**src/hdl/aarm_pkg.sv**
```systemverilog
// Package for the axis-angle rotation matrix block: fixed-point widths,
// payload structs, the CORDIC arctangent table and rounding helpers.
// No dependencies.
`default_nettype none

package aarm_pkg;

  // Fixed-point format of axis components and matrix entries
  localparam int FracBits    = 14;
  localparam int AxW         = 16;

  // Angle reduction: 1/64 degree units
  localparam int FullTurn    = 23040;
  localparam int QuarterTurn = 5760;
  localparam int RemW        = 13;
  localparam int AngleMulK   = 9370165;   // 1/64 degree to Q30 radians, times 32
  localparam int AngleMulW   = 24;

  // CORDIC in Q30
  localparam int CordicIters = 24;
  localparam int CordicW     = 34;
  localparam int ZW          = 33;
  localparam int CordicGain  = 652032874;
  localparam int CsSh        = 30 - FracBits;

  // Datapath widths of the matrix stage
  localparam int CsW   = FracBits + 3;
  localparam int PqW   = 2 * AxW;
  localparam int WsW   = AxW + CsW;
  localparam int PqoW  = PqW + CsW;
  localparam int TW    = PqoW + 2;

  localparam logic signed [CsW-1:0] OneC  = CsW'(1) <<< FracBits;
  localparam logic signed [TW-1:0]  HalfT = TW'(1) <<< (FracBits - 1);

  // Queue depths
  localparam int QDepth = 4;
  localparam int QPtrW  = $clog2(QDepth);
  localparam int ODepth = 2;

  localparam logic signed [TW-1:0] SatMax = TW'(32767);
  localparam logic signed [TW-1:0] SatMin = -TW'(32768);

  typedef enum logic [1:0] {
    QUAD_0 = 2'd0,
    QUAD_1 = 2'd1,
    QUAD_2 = 2'd2,
    QUAD_3 = 2'd3
  } quad_e;

  typedef struct packed {
    logic signed [AxW-1:0] axis_x;
    logic signed [AxW-1:0] axis_y;
    logic signed [AxW-1:0] axis_z;
    logic signed [AxW-1:0] angle_deg;
  } item_t;

  typedef struct packed {
    logic signed [AxW-1:0] m00;
    logic signed [AxW-1:0] m10;
    logic signed [AxW-1:0] m20;
    logic signed [AxW-1:0] m01;
    logic signed [AxW-1:0] m11;
    logic signed [AxW-1:0] m21;
    logic signed [AxW-1:0] m02;
    logic signed [AxW-1:0] m12;
    logic signed [AxW-1:0] m22;
  } result_t;

  // Classified item between front and back
  typedef struct packed {
    logic signed [AxW-1:0] axis_x;
    logic signed [AxW-1:0] axis_y;
    logic signed [AxW-1:0] axis_z;
    quad_e                 quad;
    logic [RemW-1:0]       rem;
  } entry_t;

  // Cosine and sine with the axis, out of the CORDIC
  typedef struct packed {
    logic signed [AxW-1:0] axis_x;
    logic signed [AxW-1:0] axis_y;
    logic signed [AxW-1:0] axis_z;
    logic signed [CsW-1:0] c;
    logic signed [CsW-1:0] s;
  } cs_t;

  // atan(2^-i) in Q30
  function automatic logic [31:0] atan_f(input int i);
    logic [31:0] v;
    case (i)
      0:       v = 32'd843314857;
      1:       v = 32'd497837829;
      2:       v = 32'd263043837;
      3:       v = 32'd133525159;
      4:       v = 32'd67021687;
      5:       v = 32'd33543516;
      6:       v = 32'd16775851;
      7:       v = 32'd8388437;
      8:       v = 32'd4194283;
      9:       v = 32'd2097149;
      default: v = 32'd1 << (30 - i);
    endcase
    return v;
  endfunction

  // Round half up by FracBits
  function automatic logic signed [TW-1:0] rnd_f(input logic signed [TW-1:0] v);
    return (v + HalfT) >>> FracBits;
  endfunction

  function automatic logic signed [AxW-1:0] sat_f(input logic signed [TW-1:0] v);
    logic signed [AxW-1:0] r;
    if (v > SatMax) begin
      r = AxW'(SatMax);
    end else if (v < SatMin) begin
      r = AxW'(SatMin);
    end else begin
      r = v[AxW-1:0];
    end
    return r;
  endfunction

endpackage

`default_nettype wire

```
**src/hdl/aarm_front.sv**
```systemverilog
// Front end: accepts items, reduces the angle to quadrant and remainder,
// and holds classified items in a short queue. Depends on aarm_pkg.
`default_nettype none

module aarm_front import aarm_pkg::*; (
  input  wire logic   clk_i,
  input  wire logic   rst_ni,
  input  wire logic   push,
  output logic        full,
  input  wire item_t  item_i,
  input  wire logic   take_i,
  output logic        valid_o,
  output entry_t      entry_o
);

  entry_t             mem_q [QDepth];
  logic [QPtrW-1:0]   wr_q, rd_q;
  logic [QPtrW:0]     cnt_q;
  logic signed [16:0] ang_w;
  logic signed [16:0] red_w;
  logic [14:0]        a_w;
  entry_t             ent_w;
  logic               wr_en, rd_en;

  // Angle modulo a full turn, into [0, FullTurn)
  always_comb begin
    ang_w = 17'(item_i.angle_deg);
    if (ang_w < -17'sd23040) begin
      red_w = ang_w + 17'(2 * FullTurn);
    end else if (ang_w < 17'sd0) begin
      red_w = ang_w + 17'(FullTurn);
    end else if (ang_w >= 17'sd23040) begin
      red_w = ang_w - 17'(FullTurn);
    end else begin
      red_w = ang_w;
    end
    a_w = red_w[14:0];
  end

  // Quadrant and remainder
  always_comb begin
    ent_w.axis_x = item_i.axis_x;
    ent_w.axis_y = item_i.axis_y;
    ent_w.axis_z = item_i.axis_z;
    if (a_w >= 15'(3 * QuarterTurn)) begin
      ent_w.quad = QUAD_3;
      ent_w.rem  = RemW'(a_w - 15'(3 * QuarterTurn));
    end else if (a_w >= 15'(2 * QuarterTurn)) begin
      ent_w.quad = QUAD_2;
      ent_w.rem  = RemW'(a_w - 15'(2 * QuarterTurn));
    end else if (a_w >= 15'(QuarterTurn)) begin
      ent_w.quad = QUAD_1;
      ent_w.rem  = RemW'(a_w - 15'(QuarterTurn));
    end else begin
      ent_w.quad = QUAD_0;
      ent_w.rem  = RemW'(a_w);
    end
  end

  assign full    = (cnt_q == (QPtrW+1)'(QDepth));
  assign wr_en   = push && !full;
  assign valid_o = (cnt_q != '0);
  assign rd_en   = take_i && valid_o;
  assign entry_o = mem_q[rd_q];

  // Queue pointers
  always_ff @(posedge clk_i or negedge rst_ni) begin
    if (!rst_ni) begin
      wr_q  <= '0;
      rd_q  <= '0;
      cnt_q <= '0;
    end else begin
      if (wr_en) begin
        wr_q <= wr_q + 1'b1;
      end
      if (rd_en) begin
        rd_q <= rd_q + 1'b1;
      end
      if (wr_en && !rd_en) begin
        cnt_q <= cnt_q + 1'b1;
      end else if (!wr_en && rd_en) begin
        cnt_q <= cnt_q - 1'b1;
      end
    end
  end

  // Queue storage
  always_ff @(posedge clk_i) begin
    if (wr_en) begin
      mem_q[wr_q] <= ent_w;
    end
  end

  a_cnt_range: assert property (@(posedge clk_i) disable iff (!rst_ni)
    cnt_q <= (QPtrW+1)'(QDepth))
    else $error("front queue count out of range");

  a_rem_range: assert property (@(posedge clk_i) disable iff (!rst_ni)
    wr_en |-> ent_w.rem < RemW'(QuarterTurn))
    else $error("angle remainder not below a quarter turn");

  a_cnt_track: assert property (@(posedge clk_i) disable iff (!rst_ni)
    wr_en && !rd_en |=> cnt_q == $past(cnt_q) + 1'b1)
    else $error("front queue count lost a transfer");

endmodule

`default_nettype wire

```
**config.mk**
```make
export PLATFORM = sky130hd
export DESIGN_NAME = aarm_front
export DESIGN_NICKNAME = d
export VERILOG_FILES = /design/src/hdl/aarm_pkg.sv /design/src/hdl/aarm_front.sv
export SDC_FILE = /design/constraint.sdc
export NUM_CORES = 1
export LEC_CHECK = 0
export ABC_CLOCK_PERIOD_IN_PS = 3800
export BUFFER_PORTS_ARGS = -buffer_cell sky130_fd_sc_hd__buf_4
export CORE_UTILIZATION = 58
export DETAILED_ROUTE_END_ITERATION = 10
export GPL_TIMING_DRIVEN = 0
export PLACE_DENSITY = 0.87
export SYNTH_ARGS = -nofsm -noshare
export SYNTH_HDL_FRONTEND = slang
export SYNTH_SLANG_ARGS = --single-unit
```
**constraint.sdc**
```tcl
create_clock -name clk_i -period 3.8 [get_ports clk_i]
set_clock_uncertainty 0.15 [all_clocks]
set_input_delay 0 -clock clk_i [delete_from_list [all_inputs] [get_ports clk_i]]
set_output_delay 0 -clock clk_i [all_outputs]
set_load 0.02 [all_outputs]
```
# Word-level counts from Yosys, hierarchy flattened
# Memory sizes are Yosys's and may differ from the RTL's.
# Index checks and enable logic that the tools add are counted.
# Widths: inputs -> output; s select.
# op_classes
n_mux	10
add_sub_neg	10
eq_ne	1
n_reduce_logical	9
magnitude_cmp	6
# ops
operator	n
$mux 15	5
$add 15x15->15 const B	2
$ge 16x16->1 const B	1
$lt 16x1->1 const B	1
$lt 16x16->1 const B	1
$ge 15x13->1 const B	1
$ge 15x14->1 const B	1
$ge 15x15->1 const B	1
$sub 15x15->15 const B	1
$mux 14	1
$sub 13x10->13 const B	1
$sub 13x12->13 const B	1
$sub 13x13->13 const B	1
$mux 3	2
$add 2x1->2 const B	2
$logic_and 1x1->1	4
$add 3x1->3 const B	1
$eq 3x3->1 const B	1
$logic_not 1->1	3
$reduce_bool 3->1	1
$sub 3x1->3 const B	1
$mux 1	2
$reduce_bool 2->1	1
# word_totals
input_bits	68
mem_count	1
ff_bits	7
wordCells	40
mem_bits_rw	252
# memory_table
name	depth	width	rd	rd_ports_with_merged_regs	wr	line_no	source
mem_q	4	63	1	0	1	aarm_front.sv:16	entry_t mem_q [QDepth];

# Logic depth before layout (Yosys ltp)
# Gate-level depths: netlist (run 1).
# depth
word_depth	8
mapped_depth	14
depth_no_buf	13

# Worst setup path after synthesis (run 1)
# Ideal clock, no wire load.
# synth_path
path_type	input to register
from	in item_i[11] (netlist bit)
to	mem mem_q[0][11] (netlist bit), data pin
setup_time_ns	0.217
path_stages	13
required_ns	3.433
slack_ns	0.578
t_arrival_ns	2.855
cell_sequence	clkbuf_1 > inv_1 > ha_1 > a211o_1 > a21o_1 > o311ai_0 > o2111ai_1 > or2_2 > buf_2 > o21ai_0 > a2bb2oi_1 > o211ai_1 > a211oi_1
# synth_lines
item	line_no	source
start, declared	aarm_front.sv:10	input wire item_t item_i,
end, declared	aarm_front.sv:16	

==> results of run 1 <==
[cell families (layout without fill, tap and decap cells)]
family                     count (synthesis)  count (layout)  share of synthesized area
adders and majority gates                 18              18                     0.0221
and+or+nand+nor                           73              73                     0.0374
other                                      0               1                          0
muxes                                     65              65                      0.137
xor gates and xnor gates                   8               8                    0.00665
buffers and inverters                     34             268                     0.0126
AOI/OAI and AO/OA                         68              68                     0.0494
DFF                                      259             259                      0.735
[final timing paths]
check                      startpoint           to  slack [ns]  cells after the start
setup / recovery            item_i[3]  mem_q[0][9]        0.18                     11
hold / removal              item_i[8]  mem_q[2][8]        0.09                      3
setup reg to reg             cnt_q[0]     cnt_q[1]        1.07                      7
hold reg to reg              cnt_q[2]     cnt_q[2]        0.45                      1
max in group asynchronous      rst_ni      wr_q[0]        2.84                      3
min in group asynchronous      rst_ni     cnt_q[0]        0.37                      3
[synth_stat cells (2+ instances only)]
master | count | share of area
a2bb2oi_1 | 3 | 0.0025
nor2_1 | 11 | 0.0039
nor3_1 | 4 | 0.0019
a211oi_1 | 4 | 0.0029
and2_1 | 9 | 0.0053
o211ai_1 | 3 | 0.0021
ha_1 | 17 | 0.020
o221ai_1 | 2 | 0.0017
nor2b_1 | 4 | 0.0024
dfrtp_1 | 7 | 0.017
o311a_1 | 3 | 0.0029
buf_1 | 7 | 0.0025
a21oi_1 | 13 | 0.0062
or4_4 | 2 | 0.0021
nand3_1 | 9 | 0.0043
or2_2 | 3 | 0.0018
a21boi_0 | 2 | 0.0014
or3_1 | 2 | 0.0012
o21ai_0 | 6 | 0.0029
a211o_1 | 3 | 0.0025
inv_1 | 10 | 0.0036
a21o_1 | 5 | 0.0036
a311oi_1 | 4 | 0.0033
xnor2_1 | 5 | 0.0042
clkbuf_1 | 13 | 0.0046
nand2b_1 | 4 | 0.0024
xor2_1 | 3 | 0.0025
a31oi_1 | 2 | 0.0012
nor3b_1 | 3 | 0.0021
nand2_1 | 15 | 0.0053
mux4_2 | 63 | 0.13
edfxtp_1 | 252 | 0.72
buf_2 | 4 | 0.0019
o21ai_1 | 3 | 0.0014
[per-stage QoR]
step / worst slack, ns / std cells
3_5_place_dp: -0.248 / 885
5_1_grt: -0.00619 / 984
2_1_floorplan: 0.578 / 525
3_3_place_gp: -0.270 / 881
6_report: 0.175 / 985
4_1_cts: 0.0186 / 984
[area by class of cell]
cell class                 instances  area, µm²  share of cell area
timing repair buffer             195       1690               0.127
tap                              225        282              0.0212
inverter                          10       37.5             0.00283
antenna                            1       2.50            0.000188
buffer                            24       95.1             0.00716
clock buffer                      33        643              0.0484
clock inverter                     6       80.1             0.00603
multi-input combinational        232       2710               0.204
sequential                       259       7740               0.583
[state kept, by name (all words and copies together) (netlist names)]
name	cells
cnt_q	3
mem_q	252
rd_q	2
wr_q	2
[worst reg2reg max path, delay by kind of cell, from the launching register on]
kind / cells / cell delay, ns
fa+ha+maj: 2 / 0.74
simple gates: 2 / 0.63
flops: 1 / 0.47
buf+inv: 2 / 0.33
mux: 1 / 0.29
[per-layer routing]
| layer | part of all wire | wire length, µm |
|---|---|---|
| met2 | 0.53 | 13600 |
| met3 | 0.074 | 1920 |
| met4 | 0.034 | 884 |
| met5 | 0 | 0 |
| met1 | 0.36 | 9390 |
[report_power, final]
group          switching (W)  internal [W]
clock               0.000954       0.00131
sequential          0.000207       0.00381
combinational        0.00210       0.00160
[timing repair]
item                                   4_1_cts  5_1_grt
resized for setup                            0        6
setup endpoints to repair                    0       20
endpoints found under the hold margin      235        0
hold buffers                                60        0
==> impl_metrics.toml, run 1 <==
[global_routing]
grt_antenna_before_repair = 1
grt_pass1_vias = 6420
grt_usage = 0.280
grt_max_degree = 56
overflow = 0
met1_usage = 0.341
top_usage_layer = "met2"
grt_util_met3 = 0.0396
grt_pass1_wl_um = 37700
grtUsageMet2 = 0.506

[placed_design]
gp_congestion = 0.837
dp_hpwl_um = 13800
port_buffers = 131
post_dp_cell_area_mm2 = 0.0119

[die]
die_y_um = 137
die_w_um = 137
rows = 48
die_area_mm2 = 0.0187
num_io_pins = 133
start_util = 0.601
core_mm2 = 0.0175

[timing]
finalSetupViolCount = 0
timing.slew.headroom = 0.388
fmaxAchievable_mhz = 276
post-route-period-util = 0.954
timing.hold.ws_ns = 0.0898
timing.setup.tns_ns = 0
drv_slew = 0
worst-slew-pin-transition_ns = 0.919
layout_min_cycle_time_ns = 3.62
finalHoldViolCount = 0

[logic_synthesis]
async_reset_ff_frac = 0.0270
netlist-cell-type-count = 59
ys.flop_type = "edfxtp_1"
syn_avg_cell_area_um2 = 20.1
synth_edf_count = 252
synthesis.area_mm2 = 0.0105
seq_area_frac_synth = 0.735
synth_warnings = 0
ys_seq_elements = 259
synth.net_count = 611
syn_inst = 525

[worst_setup_path]
cp_data_required_time_ns = 3.85
cpLargestDelayFamily = "compound AO/OA/AOI/OAI gates"
crit_buf_inv = 2
crit_path_max_incr_delay_ns = 0.60
cp_data_arrival_time_ns = 3.67
cp_cell_sequence = "dlygate4sd3_1 > buf_4 > or4_4 > or4_4 > a2111oi_2 > a311oi_1 > o32a_1 > or2_1 > a21o_1 > a311oi_1 > o21ai_1"
cp-end-kind = "register"
cp_slowest_cell = "or4_4"
cp_max_fo = 5
cp-start-kind = "input pin"
crit_type = "input pin to register"

[cells_and_area]
fillerInstances = 905
drive_gt1_frac = 0.332
final_common_cell = "edfxtp_1"
fin_nets = 831
fin_util = 0.757
layout_common_cells = "edfxtp_1, buf_4, mux4_2, dlygate4sd3_1, clkbuf_16"
final_cell_area_mm2 = 0.0133
syn_to_final_growth_pct = 26.1

[clock_network]
cts_sinks = 259
cts_max_level = 1
cts_buffer_depth = 3
cts_setup_buffers = 0
root_buffer = "clkbuf_16"
clkSlewWorstSetupHoldPaths_ns = 0.07
cts_tree = "built"
worstSkewPairLatency_ns = 0.49
cts_made_buffers = 23

[route]
dr.pass1.iters = 4
ant_nets = 0
viasPerCell = 6.37
finalWirelength_um = 25800
drc = 0
vias = 6274
avgRoutedWirePerCell_um = 26.2
dr.first_iter.drc_count = 490

[power_and_ir_drop]
p_leak_nw = 4.66
power.total_w = 0.00997
p_per_area_mw_per_mm2 = 751
peakVddDrop_mv = 0.560

[job]
drv_cap = 0

[run_status]
status = "finished, final reports clean"

[hold_path]
hold_path.class = "input pin to register"
Power figures use the tool's default switching activity.
==> run 2: changes to the inputs <==
--- a/config.mk
+++ b/config.mk
@@ -7,10 +7,12 @@
 export LEC_CHECK = 0
 export ABC_CLOCK_PERIOD_IN_PS = 3800
 export BUFFER_PORTS_ARGS = -buffer_cell sky130_fd_sc_hd__buf_4
-export CORE_UTILIZATION = 58
+export CORE_UTILIZATION = 60
+export CTS_BUF_LIST = sky130_fd_sc_hd__clkbuf_4
 export DETAILED_ROUTE_END_ITERATION = 10
 export GPL_TIMING_DRIVEN = 0
-export PLACE_DENSITY = 0.87
+export PLACE_DENSITY = 0.89
+export REMOVE_ABC_BUFFERS = 1
 export SYNTH_ARGS = -nofsm -noshare
 export SYNTH_HDL_FRONTEND = slang
 export SYNTH_SLANG_ARGS = --single-unit
==> impl_metrics.toml, run 2 (synthesis gave the netlist of run 1 again) <==
[run_status]
status = "finished, final reports clean"

[cells_and_area]
fin_nets = 903
largest_reg_flops = 252
largest_register = "mem_q"
top_regs = "mem_q x252, cnt_q x3"
drive_gt1_frac = 0.360
syn_to_final_growth_pct = 31.4
final_common_cell = "edfxtp_1"
layout_common_cells = "edfxtp_1, buf_4, dlygate4sd3_1, clkbuf_4, mux4_2"

[route]
dr.first_iter.drc_count = 453
avgRoutedWirePerCell_um = 22.6
finalWirelength_um = 24600
ant_nets = 0
dr.pass1.iters = 5
viasPerCell = 5.91
vias = 6443
drc = 0

[clock_network]
cts_tree = "built"
cts_max_level = 2
clkSlewWorstSetupHoldPaths_ns = 0.07
cts_buffer_depth = 3
cts_made_buffers = 58
root_buffer = "clkbuf_4"
worstSkewPairLatency_ns = 0.64
cts_sinks = 259

[die]
die_w_um = 134
start_util = 0.611
num_io_pins = 133
die_area_mm2 = 0.0181
die_y_um = 134
rows = 48
core_mm2 = 0.0172

[worst_setup_path]
cp_data_arrival_time_ns = 3.95
cp-start-kind = "input pin"
crit_type = "input pin to register"
cp_max_fo = 10
cp-end-kind = "register"
cp_data_required_time_ns = 4.02

[power_and_ir_drop]
p_seq_frac = 0.432
combPwrFrac = 0.343
peakVddDrop_mv = 0.472
sw_frac_of_total = 0.331
p_clk_frac = 0.226
p_per_area_mw_per_mm2 = 711
p_int_w = 0.00658
switching_power_w = 0.00326
p_leak_nw = 4.99

[global_routing]
grt_pass1_wl_um = 38000
grt_max_degree = 65
overflow = 0
met1_usage = 0.328
grtUsageMet2 = 0.524
grt_antenna_before_repair = 0
grt_util_met3 = 0.0582
grt_pass1_vias = 6945
grt_usage = 0.284
top_usage_layer = "met2"

[timing]
timing.slew.headroom = 0.342
finalHoldViolCount = 0
fmaxAchievable_mhz = 268
post-route-period-util = 0.981
worst-slew-pin-transition_ns = 0.987
timing.hold.ws_ns = 0.0229
timing.setup.tns_ns = 0
layout_min_cycle_time_ns = 3.73
finalSetupViolCount = 0
drv_slew = 0
rsz0062_at_grt = "false"

[job]
drv_cap = 0

[placed_design]
port_buffers = 132
gp_congestion = 0.850
dp_hpwl_um = 13000

[hold_path]
hold_path.class = "input pin to register"
==> run 2: changes by cell type in the layout (fill, tap and decap cells not counted), moves of 2 or more <==
cell | before | now
dfrtp_1 | 7 | 5
clkbuf_16 | 23 | 0
clkbuf_8 | 3 | 0
buf_16 | 3 | 5
buf_1 | 7 | 0
dfrtp_4 | 0 | 2
dlygate4sd3_1 | 60 | 119
clkbuf_4 | 0 | 89
clkinv_1 | 2 | 15
clkbuf_1 | 20 | 0
buf_2 | 4 | 0
==> run 2: repair_timing <==
action	4_1_cts	5_1_grt
endpoints found under the hold margin	259	0
setup endpoints to repair	0	12
gates resized for setup	0	2
hold buffers	119	0
setup buffers	0	0
==> run 2: routing by layer <==
layer	wire [µm]	vias up
li1	-	2816
met1	8790	3226
met5	0	-
met4	614	0
met3	1680	59
met2	13500	342
==> run 2: worst max-delay path, cell delays in order <==
cell and delay (ns):
dlygate4sd3_1 0.53, buf_4 0.17, inv_1 0.15, ha_1 0.17
a21o_1 0.19, a21oi_1 0.21, o311ai_0 0.49, o2111ai_1 0.27
or2_2 0.44, o21ai_0 0.48, a2bb2oi_2 0.29, a21oi_1 0.11
a311oi_1 0.45
==> run 2: area by class of cell <==
class / count / area (µm²)
clock buffers: 89 / 668
repair buffers: 256 / 2320
clock inverters: 18 / 98.8
multi-input cells: 232 / 2680
flip-flops and latches: 259 / 7750
fillers: 851 / 3400
inverters: 10 / 37.5
well taps: 225 / 282
diodes: 1 / 2.50
==> run 2: path summary, 6_finish.rpt <==
path | start | end | slack (ns) | cells after the start
setup / recovery | item_i[10] | mem_q[1][8] | 0.07 | 13
hold / removal | item_i[12] | mem_q[0][12] | 0.02 | 4
setup reg to reg | cnt_q[2] | cnt_q[2] | 1.39 | 8
hold reg to reg | cnt_q[2] | cnt_q[2] | 0.34 | 1
max in group asynchronous | rst_ni | rd_q[1] | 3.03 | 3
min in group asynchronous | rst_ni | wr_q[1] | 0.19 | 3
==> run 2: stage by stage <==
step | area (µm²) | power (W) | setup slack [ns] | std cells | utilization
floorplan | 10400 | 0.00617 | 0.360 | 501 | -
global placement | 11700 | 0.00744 | -0.722 | 858 | 0.679
detailed placement | 11900 | 0.00751 | 0.0700 | 863 | 0.688
CTS | 13800 | 0.00973 | 0.186 | 1089 | 0.802
global route | 13800 | 0.0102 | 0.0288 | 1089 | 0.803
finish | 13800 | 0.00983 | 0.0714 | 1090 | 0.803
==> run 2: power by group through the flow <==
| stage | registers, W | clock network (W) | logic [W] |
|---|---|---|---|
| finish | 0.00424 | 0.00222 | 0.00337 |
| global route | 0.00431 | 0.00238 | 0.00354 |
| CTS | 0.00423 | 0.00217 | 0.00334 |
| detailed placement | 0.00429 | 0 | 0.00323 |
| global placement | 0.00437 | 0 | 0.00306 |
| floorplan | 0.00421 | 0 | 0.00195 |
==> run 3: changes to the inputs <==
--- a/config.mk
+++ b/config.mk
@@ -7,12 +7,14 @@
 export LEC_CHECK = 0
 export ABC_CLOCK_PERIOD_IN_PS = 3800
 export BUFFER_PORTS_ARGS = -buffer_cell sky130_fd_sc_hd__buf_4
+export CAP_MARGIN = 15
 export CORE_UTILIZATION = 60
 export CTS_BUF_LIST = sky130_fd_sc_hd__clkbuf_4
 export DETAILED_ROUTE_END_ITERATION = 10
 export GPL_TIMING_DRIVEN = 0
 export PLACE_DENSITY = 0.89
 export REMOVE_ABC_BUFFERS = 1
+export SETUP_SLACK_MARGIN = 0.15
 export SYNTH_ARGS = -nofsm -noshare
 export SYNTH_HDL_FRONTEND = slang
 export SYNTH_SLANG_ARGS = --single-unit
==> impl_metrics.toml, run 3 (synthesis gave the netlist of run 1 again) <==
[route]
viasPerCell = 5.91
dr.pass1.iters = 4
finalWirelength_um = 24600
drc = 0
dr.first_iter.drc_count = 442
ant_nets = 0
vias = 6438
avgRoutedWirePerCell_um = 22.6

[power_and_ir_drop]
p_leak_nw = 4.99
power.total_w = 0.00983
p_per_area_mw_per_mm2 = 711
peakVddDrop_mv = 0.471

[worst_setup_path]
cp_slowest_cell = "dlygate4sd3_1"
cp_data_required_time_ns = 4.04
cp_cell_sequence = "dlygate4sd3_1 > buf_4 > inv_1 > ha_1 > a21o_1 > a21oi_1 > o311ai_0 > o2111ai_1 > or2_2 > o21ai_1 > a2bb2oi_2 > o211ai_1 > a211oi_1"
crit_buf_inv = 3
crit_path_max_incr_delay_ns = 0.53
cpLargestDelayFamily = "compound AO/OA/AOI/OAI gates"
cp-start-kind = "input pin"
cp_data_arrival_time_ns = 3.76
cp-end-kind = "register"
crit_type = "input pin to register"
cp_max_fo = 10

[cells_and_area]
antenna_cells = 0
final_common_cell = "edfxtp_1"
final_cell_area_mm2 = 0.0138
layout_common_cells = "edfxtp_1, buf_4, dlygate4sd3_1, clkbuf_4, mux4_2"
largest_register = "mem_q"
fin_nets = 903
fillerInstances = 852
fin_cells = 1089
top_regs = "mem_q x252, cnt_q x3"
drive_gt1_frac = 0.360
syn_to_final_growth_pct = 31.4
largest_reg_flops = 252

[global_routing]
overflow = 0
grt_max_degree = 65
grt_usage = 0.284
grt_antenna_before_repair = 0
grt_pass1_wl_um = 38000
grt_pass1_vias = 6945

[job]
drv_cap = 0

[placed_design]
post_dp_cell_area_mm2 = 0.0119
gp_congestion = 0.850
place_inst = 863
dp_hpwl_um = 13000
place_ws_ns = 0.0700
port_buffers = 132

[timing]
layout_min_cycle_time_ns = 3.52
rsz0062_at_grt = "false"
worst-slew-pin-transition_ns = 0.979
timing.hold.ws_ns = 0.0143
final.setup.worst_slack_ns = 0.278
finalSetupViolCount = 0
drv_slew = 0
fmaxAchievable_mhz = 284
post-route-period-util = 0.927
finalHoldViolCount = 0
timing.slew.headroom = 0.347

[clock_network]
worstSkewPairLatency_ns = 0.64
clkSlewWorstSetupHoldPaths_ns = 0.07
root_buffer = "clkbuf_4"
cts_tree = "built"
cts_made_buffers = 58
cts_buffer_depth = 3
cts_sinks = 259
cts_max_level = 2

[die]
core_mm2 = 0.0172
start_util = 0.611
num_io_pins = 133
die_y_um = 134
die_area_mm2 = 0.0181
die_w_um = 134
rows = 48

[hold_path]
hold_path.class = "input pin to register"

[run_status]
status = "finished, final reports clean"
-- run 3: worst reg2reg max path, cell delays in order (launching register included) --
cell	delay, ns
dfrtp_1	0.40
nor3b_1	0.16
nor2b_1	0.47
ha_1	0.29
inv_1	0.06
fa_1	0.38
xor2_1	0.18
nor2_1	0.11
xor2_1	0.15
-- run 3: path summary, 6_finish.rpt --
kind / end / slack (ns) / startpoint / cells past startpoint
hold reg to reg: cnt_q[2] / 0.34 / cnt_q[2] / 1
hold / removal: mem_q[0][12] / 0.01 / item_i[12] / 4
min in group asynchronous: wr_q[1] / 0.19 / rst_ni / 3
setup reg to reg: cnt_q[2] / 1.39 / cnt_q[2] / 8
max in group asynchronous: rd_q[1] / 3.03 / rst_ni / 3
setup / recovery: mem_q[2][11] / 0.28 / item_i[10] / 13
-- run 3: per-stage QoR --
step	util	TNS [ns]
finish	0.803	0
CTS	0.802	0
global route	0.803	0
global placement	0.679	-95.87
floorplan	-	0
detailed placement	0.688	0
-- run 3: cell type report --
cell class | count | area [µm²] | share of cell area
well taps | 225 | 282 | 0.0203
repair buffers | 256 | 2320 | 0.168
flip-flops and latches | 259 | 7750 | 0.560
inverters | 10 | 37.5 | 0.00271
clock buffers | 89 | 668 | 0.0483
multi-input cells | 232 | 2680 | 0.194
clock inverters | 18 | 98.8 | 0.00714
-- run 3: timing repair --
action	4_1_cts	5_1_grt
endpoints found under the setup margin	0	20
hold buffers	119	0
gates resized for setup	0	3
buffers inserted	0	0
endpoints found under the hold margin	259	0
-- run 3: routing by layer --
metal / track usage / up-vias / wire length [µm]
li1: - / 2813 / -
met1: 0.328 / 3236 / 8840
met2: 0.524 / 334 / 13600
met3: 0.0582 / 55 / 1610
met4: 0.101 / 0 / 603
met5: 0 / - / 0
-- run 3: power breakdown --
part | internal [W] | switching, W | leakage (nW)
registers | 0.00380 | 0.000440 | 2.39
logic | 0.00164 | 0.00174 | 2.14
clock network | 0.00114 | 0.00108 | 0.456
